<file path="src/rtl/core/snds_pkg.sv">
// Shared types and codes for the sorted name directory search block.
// No dependencies; used by the controller, datapath, top level and checker.
`default_nettype none

package snds_pkg;

	// request opcodes
	localparam logic OP_WRITE  = 1'b0;
	localparam logic OP_LOOKUP = 1'b1;

	// register map: word index taken from paddr[2]
	localparam logic REG_ENTRY_COUNT = 1'b0;

	localparam int NAME_BYTES = 12;
	localparam int NAME_BITS  = 8 * NAME_BYTES;

	typedef enum logic [1:0] {
		ST_IDLE,
		ST_PROBE,
		ST_CMP,
		ST_DONE
	} snds_state_t;

	// controller to datapath
	typedef struct packed {
		logic wr;
		logic start;
		logic probe;
		logic cmp;
		logic load_out;
	} snds_cmd_t;

	// datapath to controller
	typedef struct packed {
		logic start_miss;
		logic last_probe;
		logic cmp_eq;
	} snds_status_t;

endpackage

`default_nettype wire

</file>
<file path="src/rtl/core/snds_ctrl.sv">
// Search sequencer: accepts requests, steps the binary search, hands off results.
// Depends on snds_pkg for state, command and status types.
`default_nettype none

module snds_ctrl (
	input  wire logic                  clk,
	input  wire logic                  arst_n,
	input  wire logic                  in_valid,
	input  wire logic                  opcode,
	input  wire logic                  out_ready,
	input  wire snds_pkg::snds_status_t status,
	output logic                       in_ready,
	output logic                       out_valid,
	output snds_pkg::snds_cmd_t        cmd
);

	snds_pkg::snds_state_t state_q, state_d;
	logic out_valid_q;

	// state register and output valid flag
	always_ff @(posedge clk or negedge arst_n) begin
		if (!arst_n) begin
			state_q     <= snds_pkg::ST_IDLE;
			out_valid_q <= 1'b0;
		end else begin
			state_q <= state_d;
			if (cmd.load_out) begin
				out_valid_q <= 1'b1;
			end else if (out_ready) begin
				out_valid_q <= 1'b0;
			end
		end
	end

	// next state
	always_comb begin
		state_d = state_q;
		unique case (state_q)
			snds_pkg::ST_IDLE: begin
				if (in_valid && opcode == snds_pkg::OP_LOOKUP) begin
					state_d = status.start_miss ? snds_pkg::ST_DONE : snds_pkg::ST_PROBE;
				end
			end
			snds_pkg::ST_PROBE: begin
				state_d = snds_pkg::ST_CMP;
			end
			snds_pkg::ST_CMP: begin
				if (status.last_probe || status.cmp_eq) begin
					state_d = snds_pkg::ST_DONE;
				end else begin
					state_d = snds_pkg::ST_PROBE;
				end
			end
			snds_pkg::ST_DONE: begin
				if (!out_valid_q || out_ready) begin
					state_d = snds_pkg::ST_IDLE;
				end
			end
			default: state_d = snds_pkg::ST_IDLE;
		endcase
	end

	// commands
	always_comb begin
		in_ready     = (state_q == snds_pkg::ST_IDLE);
		cmd.wr       = in_ready && in_valid && (opcode == snds_pkg::OP_WRITE);
		cmd.start    = in_ready && in_valid && (opcode == snds_pkg::OP_LOOKUP);
		cmd.probe    = (state_q == snds_pkg::ST_PROBE);
		cmd.cmp      = (state_q == snds_pkg::ST_CMP);
		cmd.load_out = (state_q == snds_pkg::ST_DONE) && (!out_valid_q || out_ready);
	end

	assign out_valid = out_valid_q;

endmodule

`default_nettype wire

</file>
<file path="config.mk">
export PLATFORM = sky130hd
export DESIGN_NAME = snds_ctrl
export DESIGN_NICKNAME = d
export VERILOG_FILES = /design/src/rtl/core/snds_pkg.sv /design/src/rtl/core/snds_ctrl.sv
export SDC_FILE = /design/constraint.sdc
export NUM_CORES = 1
export LEC_CHECK = 0
export ABC_CLOCK_PERIOD_IN_PS = 870
export BUFFER_PORTS_ARGS = -buffer_cell sky130_fd_sc_hd__buf_2
export CAP_MARGIN = 30
export CORE_AREA = 2 2 39 41
export CTS_CLUSTER_SIZE = 8
export DETAILED_ROUTE_END_ITERATION = 10
export DIE_AREA = 0 0 41 43
export MAX_ROUTING_LAYER = met4
export PLACE_DENSITY_LB_ADDON = 0.2
export RECOVER_POWER = 50
export SYNTH_ARGS = -nofsm -noshare
export SYNTH_HDL_FRONTEND = slang
export SYNTH_SLANG_ARGS = --single-unit
</file>
<file path="constraint.sdc">
create_clock -name clk -period 0.87 [get_ports clk]
set_clock_uncertainty 0.05 [all_clocks]
set_input_delay 0.1305 -clock clk [delete_from_list [all_inputs] [get_ports clk]]
set_output_delay 0.1305 -clock clk [all_outputs]
set_load 0.05 [all_outputs]
</file>
== Yosys cells after proc, flatten, opt, wreduce, memory -nomap -nowiden ==
Cells that the tools add are included.
Widths: inputs -> output; s select.
Storage, ports and cells
  input port bits: 8
  output and inout port bits: 7
  flip-flop bits (word level): 3
Operators by class
  eq/ne operators: 5
  muxes and demuxes: 7
  bitwise operators: 1
  reduce and logical (&&, ||, !) cells: 11
Operator list (number)
  $mux 2: 4
  $pmux 2 s4: 1
  $logic_and 1x1->1: 5
  $eq 2x2->1 const B: 2
  $eq 2x1->1 const B: 1
  $logic_not 2->1: 1
  $logic_or 1x1->1: 2
  $mux 1: 2
  $ne 2x1->1 const B: 1
  $ne 2x2->1 const B: 1
  $reduce_and 2->1: 1
  $reduce_bool 2->1: 1
  $logic_not 1->1: 1
  $not 1->1: 1

== Longest topological paths before layout ==
Gate-level depths: netlist of run 1.
  depth in word-level cells: 4
  gate-level depth with buffers: 3
  mapped depth without buffers: 3

== Least setup slack after synthesis of run 1 ==
No wires, ideal clock.
  path kind: reg-to-output
  from: register state_q[0]
  to: output cmd[4] in the netlist's numbering
  cell stages (with the launch flop): 2
  path buffers: 0
  data arrival time: 2.085 ns
  setup slack: -1.396 ns
  path through: dfrtp_1 > nor4b_1
RTL lines
  start, declared: RTL line snds_ctrl.sv:17  | snds_pkg::snds_state_t state_q, state_d;
  start signal, assigned: RTL line snds_ctrl.sv:23  | state_q <= snds_pkg::ST_IDLE;
  start signal, assigned: RTL line snds_ctrl.sv:26  | state_q <= state_d;
  end, declared: RTL line snds_ctrl.sv:14  | output snds_pkg::snds_cmd_t cmd

==> impl_metrics.env, run 1 <==
export IMPL_synth_top_area_cell="dfrtp_1"
export IMPL_dp_cells=55
export IMPL_root_buffer="clkbuf_4"
export IMPL_grt_pass1_vias=225
export IMPL_core_area_sq_um=1380
export IMPL_wirelength_um=561
export IMPL_drc=0
export IMPL_initial_core_util_pct=12.1
export IMPL_wl_met3_um=34
export IMPL_dieArea_sq_um=1760
export IMPL_num_rows=14
export IMPL_slew_headroom_pct=85.7
export IMPL_maxCapViolCount=0
export IMPL_critPathMaxStageDelay_ns=0.46
export IMPL_vdd_drop_max_mv=1.27
export IMPL_synth_common_cells="dfrtp_1 (3), nor2_1 (3), nand2_1 (2), nor2b_1 (2)"
export IMPL_hold_slack_ns=0.121
export IMPL_first_iter_violations=1
export IMPL_drv_slew=0
export IMPL_fin_crit_ns=1.36
export IMPL_num_vias=237
export IMPL_wl_met1_um=195
export IMPL_finalCritPeriodShare_pct=156
export IMPL_worstPathCellList="nor4b_4, buf_6"
export IMPL_crit_path_end_kind="output port"
export IMPL_cts_tree="yes"
export IMPL_instances_no_fill=63
export IMPL_synthTopCellsByArea="dfrtp_1 (45%), a221oi_2 (9.0%), nor2b_1 (7.5%), nor2_1 (6.7%), and2b_2 (5.2%)"
export IMPL_clock_latency_ns=0.24
export IMPL_synth_top_area_share_pct=44.8
export IMPL_cts_buffers=3
export IMPL_p_per_area_nw_per_um2=4330
export IMPL_clk_pin_slew_ns=0.04
export IMPL_layout_setup_ws_ns=-0.489
export IMPL_rsz0062_at_grt="yes"
export IMPL_pwr_share_seq_pct=17.6
export IMPL_grt_total_usage_pct=8.03
export IMPL_intPower_mw=1.16
export IMPL_async_reset_ff_share_pct=100
export IMPL_synth_avg_cell_area_sq_um=9.31
export IMPL_avgRoutedWirePerCell_um=8.90
export IMPL_antenna_cells=0
export IMPL_setup_viol=10
export IMPL_areaGrowthSynthToFinish_pct=193
export IMPL_gp_congestion=0.699
export IMPL_synth_cell_type_count=12
export IMPL_synth_edf_count=0
export IMPL_clockBufferDepth=2
export IMPL_grt_pass1_wl_um=834
export IMPL_power_leakage_nw=0.229
export IMPL_p_sw_uw=974
export IMPL_synth_seq_area_share_pct=44.8
export IMPL_drive_gt1_share_pct=78.7
export IMPL_synth_area_sq_um=168
export IMPL_wl_met2_um=316
export IMPL_dpl_instance_area_sq_um=364
export IMPL_overflow=0
export IMPL_violations="negative setup slack"
export IMPL_start_kind="register"
export IMPL_portBuffers=14
export IMPL_antenna_found_initial=0
export IMPL_fin_area_sq_um=492
export IMPL_worstPathRequired_ns=0.69
export IMPL_pwr_share_clk_pct=11.8
export IMPL_sw_frac_of_total_pct=45.7
export IMPL_finalSetupTns_ns=-3.19
export IMPL_via_per_inst=3.76
export IMPL_critPathKind="reg -> out"
export IMPL_ys_ff_latch=3
export IMPL_first_pass_iters=2
export IMPL_fp_dieW_um=41
export IMPL_ys_flop_type="dfrtp_1"
export IMPL_max_freq_mhz=736
export IMPL_antenna_left=0
export IMPL_ioPinCount=15
export IMPL_syn_nets=26
export IMPL_syn_inst=18
export IMPL_htree_levels=1
export IMPL_die_y_um=43
export IMPL_cp_data_arrival_time_ns=1.18
export IMPL_num_nets_final=56
export IMPL_hold_class="in -> reg"
export IMPL_ys_warn_count=0
export IMPL_p_comb_share_pct=70.5
export IMPL_hold_viol_final=0
export IMPL_grt_start_max_net_pins=8
export IMPL_cp_max_fo=7
export IMPL_top_layer="met4"
export IMPL_status="finished, violations left"
export IMPL_cts_sinks=3
export IMPL_cp_slowest_cell="dfrtp_2"
export IMPL_tightest_slew_ns=0.214
[critical path, delay by kind of cell (launching register included)]
family,cells,cell delay [ns]
and+or+nand+nor,1,0.29
buffers and inverters,1,0.19
DFF,1,0.46
[repair_timing]
| action | 4_1_cts | 5_1_grt |
|---|---|---|
| buffers inserted | 2 | 1 |
| pin swaps | 0 | 2 |
| gates resized for setup | 20 | 1 |
| hold endpoints to repair | 3 | 0 |
| setup endpoints to repair | 10 | 10 |
| hold buffers | 1 | 0 |
[layout by cell type (no fill, tap or decap), types with 2 or more instances in the layout]
cell	Yosys	final
buf_2	0	6
buf_4	0	7
buf_6	0	6
buf_8	0	4
clkbuf_1	0	2
clkbuf_4	0	3
dfrtp_2	0	3
nand2_1	2	2
nor2_4	0	2
nor2b_4	0	2
[layout make-up]
| type | instances | area, sq um |
|---|---|---|
| fill | 144 | 892 |
| multi-input combinational | 15 | 143 |
| clock buffer | 4 | 26.3 |
| timing repair buffer | 25 | 224 |
| tap | 16 | 20.0 |
| sequential | 3 | 78.8 |
[registers in the layout, indices dropped and copies added, names as in the netlist]
register	count
state_q	2
out_valid	1
[per-layer routing]
metal | vias to the layer above | track usage [%]
li1 | 120 | -
met1 | 107 | 7.74
met2 | 8 | 10.3
met3 | 2 | 1.57
met4 | 0 | 12.0
met5 | - | -
[worst paths after layout]
| kind | start | endpoint | slack (ns) | cells past startpoint |
|---|---|---|---|---|
| setup / recovery | state_q[1] | cmd[4] | -0.49 | 2 |
| hold / removal | status[2] | state_q[1] | 0.12 | 3 |
| setup reg to reg | state_q[0] | state_q[1] | -0.26 | 4 |
| hold reg to reg | state_q[0] | state_q[0] | 0.55 | 1 |
| max in group asynchronous | arst_n | state_q[1] | 0.42 | 2 |
| min in group asynchronous | arst_n | state_q[0] | 0.18 | 2 |
[stage by stage]
stage	setup slack, ns	util (%)	power [mW]
6_report	-0.489	35.5	2.13
5_1_grt	-0.536	35.5	2.23
4_1_cts	-0.508	34.8	2.10
3_5_place_dp	-0.326	26.3	1.48
3_3_place_gp	-0.307	26.3	1.48
2_1_floorplan	-0.444	-	1.16
[power groups by stage]
stage                     registers [mW]  logic [mW]  clock network (mW)
after floorplan                    0.442       0.722                   0
after global placement             0.374        1.11                   0
after CTS                          0.382        1.46               0.265
final                              0.376        1.50               0.252
after detailed placement           0.377        1.11                   0
after global routing               0.392        1.57               0.267
[kinds of logic after synthesis]
kind of cell       synth area share [%]
and+or+nand+nor                    40.3
AOI/OAI and AO/OA                  14.9
DFF                                44.8
(Power assumes the default switching activity.)
==> run 2, diff against run 1 <==
- ABC_AREA: default -> 1
==> run 2 against run 1 <==
Against the previous run:
- the run still ends with negative setup slack left
- sequential power down 19%
- hold slack worse by 0.049 ns
- cell count up 14%
- synthesized cell count up 67%
- critical path depth is 2 higher
- non-clock buffer count shrank 3
- total power shrank 5.0%
- largest cell class unchanged
- highest routed layer is now met3
==> impl_metrics.env, run 2 <==
export IMPL_clockBufferDepth=2
export IMPL_layout_setup_ws_ns=-0.439
export IMPL_finalSetupTns_ns=-2.68
export IMPL_drive_gt1_share_pct=66.1
export IMPL_die_y_um=43
export IMPL_top_register="state_q"
export IMPL_synth_area_sq_um=203
export IMPL_largest_reg_flops=2
export IMPL_first_pass_iters=1
export IMPL_syn_nets=38
export IMPL_power_total_mw=2.02
export IMPL_dpl_instance_area_sq_um=378
export IMPL_max_freq_mhz=764
export IMPL_finalCritPeriodShare_pct=150
export IMPL_drv_slew=0
export IMPL_antenna_cells=0
export IMPL_wirelength_um=560
export IMPL_synth_cell_type_count=11
export IMPL_violations="negative setup slack"
export IMPL_place_hpwl_um=440
export IMPL_worstPathCellList="nor2_4, inv_2, nor3_4, buf_6"
export IMPL_initial_core_util_pct=14.6
export IMPL_ys_flop_type="dfrtp_1"
export IMPL_clk_pin_slew_ns=0.04
export IMPL_final_cell_mix="nand2_1 (8), buf_2 (6), buf_6 (6), buf_4 (6), inv_1 (5)"
export IMPL_cp_max_fo=3
export IMPL_hold_viol_final=0
export IMPL_core_area_sq_um=1380
export IMPL_critPathKind="reg -> out"
export IMPL_clock_latency_ns=0.23
export IMPL_num_vias=268
export IMPL_multi_input_area_sq_um=138
export IMPL_grt_total_usage_pct=9.06
export IMPL_rsz0062_at_grt="yes"
export IMPL_synth_seq_area_share_pct=37.0
export IMPL_slew_headroom_pct=87.3
export IMPL_htree_levels=1
export IMPL_cts_buffers=3
export IMPL_root_buffer="clkbuf_4"
export IMPL_fill_cells=163
export IMPL_synth_edf_count=0
export IMPL_dieArea_sq_um=1760
export IMPL_antenna_left=0
export IMPL_synthTopCellsByArea="dfrtp_1 (37%), nand2_1 (15%), inv_1 (11%), nor3_2 (9.9%), nor2_2 (6.2%)"
export IMPL_utilization_pct=34.6
export IMPL_power_leakage_nw=0.246
export IMPL_synth_top_area_cell="dfrtp_1"
export IMPL_portBuffers=14
export IMPL_drc=0
export IMPL_setup_viol=9
export IMPL_vdd_drop_max_mv=1.56
export IMPL_areaGrowthSynthToFinish_pct=136
export IMPL_ys_ff_latch=3
export IMPL_first_iter_violations=0
export IMPL_gp_congestion=0.736
export IMPL_grt_pass1_wl_um=1070
export IMPL_async_reset_ff_share_pct=100
export IMPL_fin_area_sq_um=479
export IMPL_grt_pass1_vias=286
export IMPL_crit_path_end_kind="output port"
export IMPL_cts_tree="yes"
export IMPL_final_common_cell="nand2_1"
export IMPL_cts_post_setup_buffers_inserted=0
export IMPL_fin_crit_ns=1.31
export IMPL_status="finished, violations left"
export IMPL_worstPathRequired_ns=0.69
export IMPL_synth_common_cells="nand2_1 (8), inv_1 (6), dfrtp_1 (3), nor2_1 (3)"
export IMPL_p_per_area_nw_per_um2=4220
export IMPL_num_nets_final=65
export IMPL_cts_sinks=3
export IMPL_start_kind="register"
export IMPL_fp_dieW_um=41
export IMPL_hold_class="in -> reg"
export IMPL_cp_slowest_cell="dfrtp_2"
export IMPL_tightest_slew_ns=0.191
export IMPL_via_per_inst=3.72
export IMPL_maxCapViolCount=0
export IMPL_syn_inst=30
export IMPL_synth_top_area_share_pct=37.0
export IMPL_avgRoutedWirePerCell_um=7.78
export IMPL_antenna_found_initial=0
export IMPL_register_area_sq_um=78.8
export IMPL_grt_start_max_net_pins=5
export IMPL_ioPinCount=15
export IMPL_ys_warn_count=0
export IMPL_cp_data_arrival_time_ns=1.13
export IMPL_synthMostInstantiatedCell="nand2_1"
export IMPL_overflow=0
export IMPL_critPathMaxStageDelay_ns=0.42
export IMPL_num_rows=14
export IMPL_synth_avg_cell_area_sq_um=6.76
-- run 2: cell count changes in the layout (fill, tap and decap cells not counted), moves of 2 or more --
cell / delta
nor2_4: +2
inv_2: +3
nor2b_4: -2
inv_1: +5
nand2_1: +6
nor3_4: +2
buf_8: -2
-- run 2: metrics by stage --
step           hold WS [ns]  instances  worst slack [ns]
6_report             0.0725         72            -0.439
2_1_floorplan        -0.215         30            -0.615
3_3_place_gp         -0.118         67            -0.274
3_5_place_dp         -0.120         67            -0.273
5_1_grt              0.0679         72            -0.491
4_1_cts              0.0384         72            -0.450
-- run 2: repair_timing --
item | 4_1_cts | 5_1_grt
gates resized for setup | 16 | 5
gates cloned | 0 | 0
endpoints found under the setup margin | 9 | 9
endpoints found under the hold margin | 3 | 0
hold buffers | 1 | 0
-- run 2: worst paths after layout --
path / from / depth (start not counted) / slack, ns / to
setup / recovery: state_q[0] / 4 / -0.44 / cmd[4]
hold reg to reg: state_q[0] / 2 / 0.57 / out_valid
setup reg to reg: state_q[0] / 5 / -0.17 / state_q[1]
min in group asynchronous: arst_n / 2 / 0.18 / state_q[1]
max in group asynchronous: arst_n / 2 / 0.42 / out_valid
hold / removal: out_ready / 2 / 0.07 / out_valid
-- run 2: cell families after synthesis --
kind of cell	count (synthesis)	share of synthesized area, %
simple gates	16	38.9
buf+inv	8	14.8
flops	3	37.0
compound gates	3	9.26
-- run 2: per-layer routing --
layer / vias up / global-route usage (%) / wire length (um)
li1: 140 / - / -
met1: 118 / 9.35 / 237
met2: 10 / 14.7 / 295
met3: 0 / 4.71 / 27
met4: 0 / 2.00 / 0
met5: - / - / 0
-- run 2: area by class of cell --
cell class	count	share of cell area (%)
clock buffers	4	5.48
well taps	16	4.18
multi-input cells	19	28.7
inverters	8	6.27
flip-flops and latches	3	16.4
repair buffers	22	38.9
-- run 2: critical path, delay by kind of cell (launching register included) --
| kind | cells | cell delay, ns |
|---|---|---|
| buffers and inverters | 2 | 0.24 |
| flip-flops | 1 | 0.42 |
| AND/OR/NAND/NOR | 2 | 0.24 |
-- run 2: power by group --
part           leakage (nW)  switching [mW]  internal [mW]  total, mW
Sequential           0.0333          0.0793          0.224      0.303
Combinational         0.198           0.884          0.595       1.48
Clock                0.0150          0.0708          0.172      0.243
==> run 3, diff against run 2 <==
- REMOVE_ABC_BUFFERS: default -> 1
==> run 3 against run 2 <==
Against the previous run:
- the run still ends with negative setup slack left
- critical path depth is the same
- flip-flop and latch count unchanged
- core utilization up 4.3 points
- total power up 15%
- critical endpoint is now cmd[3]
==> impl_metrics.env, run 3 (same netlist as run 2, synthesis figures left out) <==
export IMPL_status="finished, violations left"
export IMPL_violations="negative setup slack"
export IMPL_wirelength_um=587
export IMPL_place_hpwl_um=414
export IMPL_p_per_area_nw_per_um2=4320
export IMPL_worstPathRequired_ns=0.69
export IMPL_antenna_cells=0
export IMPL_p_sw_mw=1.08
export IMPL_multi_input_area_sq_um=118
export IMPL_fill_cells=151
export IMPL_cts_sinks=3
export IMPL_power_leakage_nw=0.288
export IMPL_slew_headroom_pct=89.6
export IMPL_first_pass_iters=4
export IMPL_ioPinCount=15
export IMPL_num_vias=291
export IMPL_root_buffer="clkbuf_4"
export IMPL_hold_slack_ns=0.0644
export IMPL_cp_max_fo=4
export IMPL_gp_congestion=0.701
export IMPL_die_y_um=43
export IMPL_hold_class="in -> reg"
export IMPL_grt_pass1_vias=272
export IMPL_hold_viol_final=0
export IMPL_htree_levels=1
export IMPL_critPathKind="reg -> out"
export IMPL_utilization_pct=39.0
export IMPL_top_register="state_q"
export IMPL_r2r_start="state_q[0]"
export IMPL_intPower_mw=1.25
export IMPL_avgRoutedWirePerCell_um=7.25
export IMPL_drv_slew=0
export IMPL_setup_worst_path_start="state_q[0]"
export IMPL_first_iter_violations=2
export IMPL_areaGrowthSynthToFinish_pct=166
export IMPL_initial_core_util_pct=14.6
export IMPL_num_rows=14
export IMPL_vdd_drop_max_mv=1.25
export IMPL_fp_dieW_um=41
export IMPL_max_freq_mhz=753
export IMPL_r2r_slack_ns=-0.28
export IMPL_tightest_slew_ns=0.154
export IMPL_p_comb_share_pct=76.2
export IMPL_final_common_cell="buf_4"
export IMPL_grt_pass1_wl_um=979
export IMPL_setup_viol=10
export IMPL_core_area_sq_um=1380
export IMPL_antenna_left=0
export IMPL_clk_pin_slew_ns=0.04
export IMPL_register_area_sq_um=77.6
export IMPL_min_from="out_ready"
export IMPL_clockBufferDepth=2
export IMPL_pwr_share_seq_pct=13.6
export IMPL_via_per_inst=3.59
export IMPL_grt_start_max_net_pins=5
export IMPL_cts_buffers=3
export IMPL_num_nets_final=74
export IMPL_sw_frac_of_total_pct=46.3
export IMPL_largest_reg_flops=2
export IMPL_start_kind="register"
export IMPL_fin_crit_ns=1.33
export IMPL_final_cell_mix="buf_4 (13), nand2_1 (7), buf_6 (7)"
export IMPL_antenna_found_initial=0
export IMPL_crit_path_end_kind="output port"
export IMPL_overflow=0
export IMPL_maxCapViolCount=0
export IMPL_pwr_share_clk_pct=10.2
export IMPL_drive_gt1_share_pct=70.8
export IMPL_dieArea_sq_um=1760
export IMPL_layout_setup_ws_ns=-0.459
export IMPL_finalCritPeriodShare_pct=153
export IMPL_cp_data_arrival_time_ns=1.15
export IMPL_portBuffers=14
export IMPL_clock_latency_ns=0.23
export IMPL_rsz0062_at_grt="yes"
export IMPL_drc=0
export IMPL_grt_total_usage_pct=8.67
export IMPL_cts_tree="yes"
-- run 3: cell type report --
class / count / share of cell area (%)
flip-flops and latches: 3 / 14.4
well taps: 16 / 3.71
clock buffers: 4 / 4.87
repair buffers: 31 / 49.2
multi-input cells: 19 / 21.8
inverters: 8 / 6.03
-- run 3: per-stage QoR --
| step | cells | setup slack, ns | cell area, sq um | total power, mW | setup TNS, ns |
|---|---|---|---|---|---|
| 6_report | 81 | -0.459 | 539 | 2.33 | -3.35 |
| 3_5_place_dp | 69 | -0.306 | 360 | 1.45 | -1.88 |
| 2_1_floorplan | 30 | -0.976 | 203 | 1.03 | -4.54 |
| 4_1_cts | 78 | -0.469 | 495 | 2.13 | -3.13 |
| 5_1_grt | 81 | -0.513 | 539 | 2.47 | -3.83 |
| 3_3_place_gp | 69 | -0.284 | 360 | 1.44 | -1.75 |
-- run 3: what timing repair did --
action | CTS | global route
setup buffers | 4 | 3
resized for setup | 24 | 7
pin swaps | 3 | 1
endpoints found under the hold margin | 3 | 0
hold buffers | 1 | 0
endpoints found under the setup margin | 9 | 10
-- run 3: worst paths after layout --
path                              end  cells after the start
max reg2reg                 out_valid                      6
min                         out_valid                      2
max                            cmd[3]                      4
min reg2reg                 out_valid                      3
max in group asynchronous  state_q[1]                      2
min in group asynchronous  state_q[0]                      2
-- run 3: power groups by stage --
| stage | sequential, mW | clock (mW) | combinational, mW |
|---|---|---|---|
| CTS | 0.295 | 0.248 | 1.59 |
| global route | 0.328 | 0.258 | 1.89 |
| detailed placement | 0.286 | 0 | 1.16 |
| floorplan | 0.357 | 0 | 0.672 |
| finish | 0.317 | 0.237 | 1.77 |
| global placement | 0.279 | 0 | 1.16 |
-- run 3: metal layers --
layer | wire, um | share of wire [%] | global-route usage, %
met1 | 233 | 40 | 9.09
met2 | 322 | 55 | 11.3
met3 | 30 | 5.1 | 5.76
met4 | 0 | 0 | 6.00
met5 | 0 | 0 | -
-- run 3: critical path: stages (launching register included) --
cell	delay, ns
dfrtp_2	0.44
nor2_4	0.13
inv_2	0.05
nor3_2	0.12
buf_6	0.18
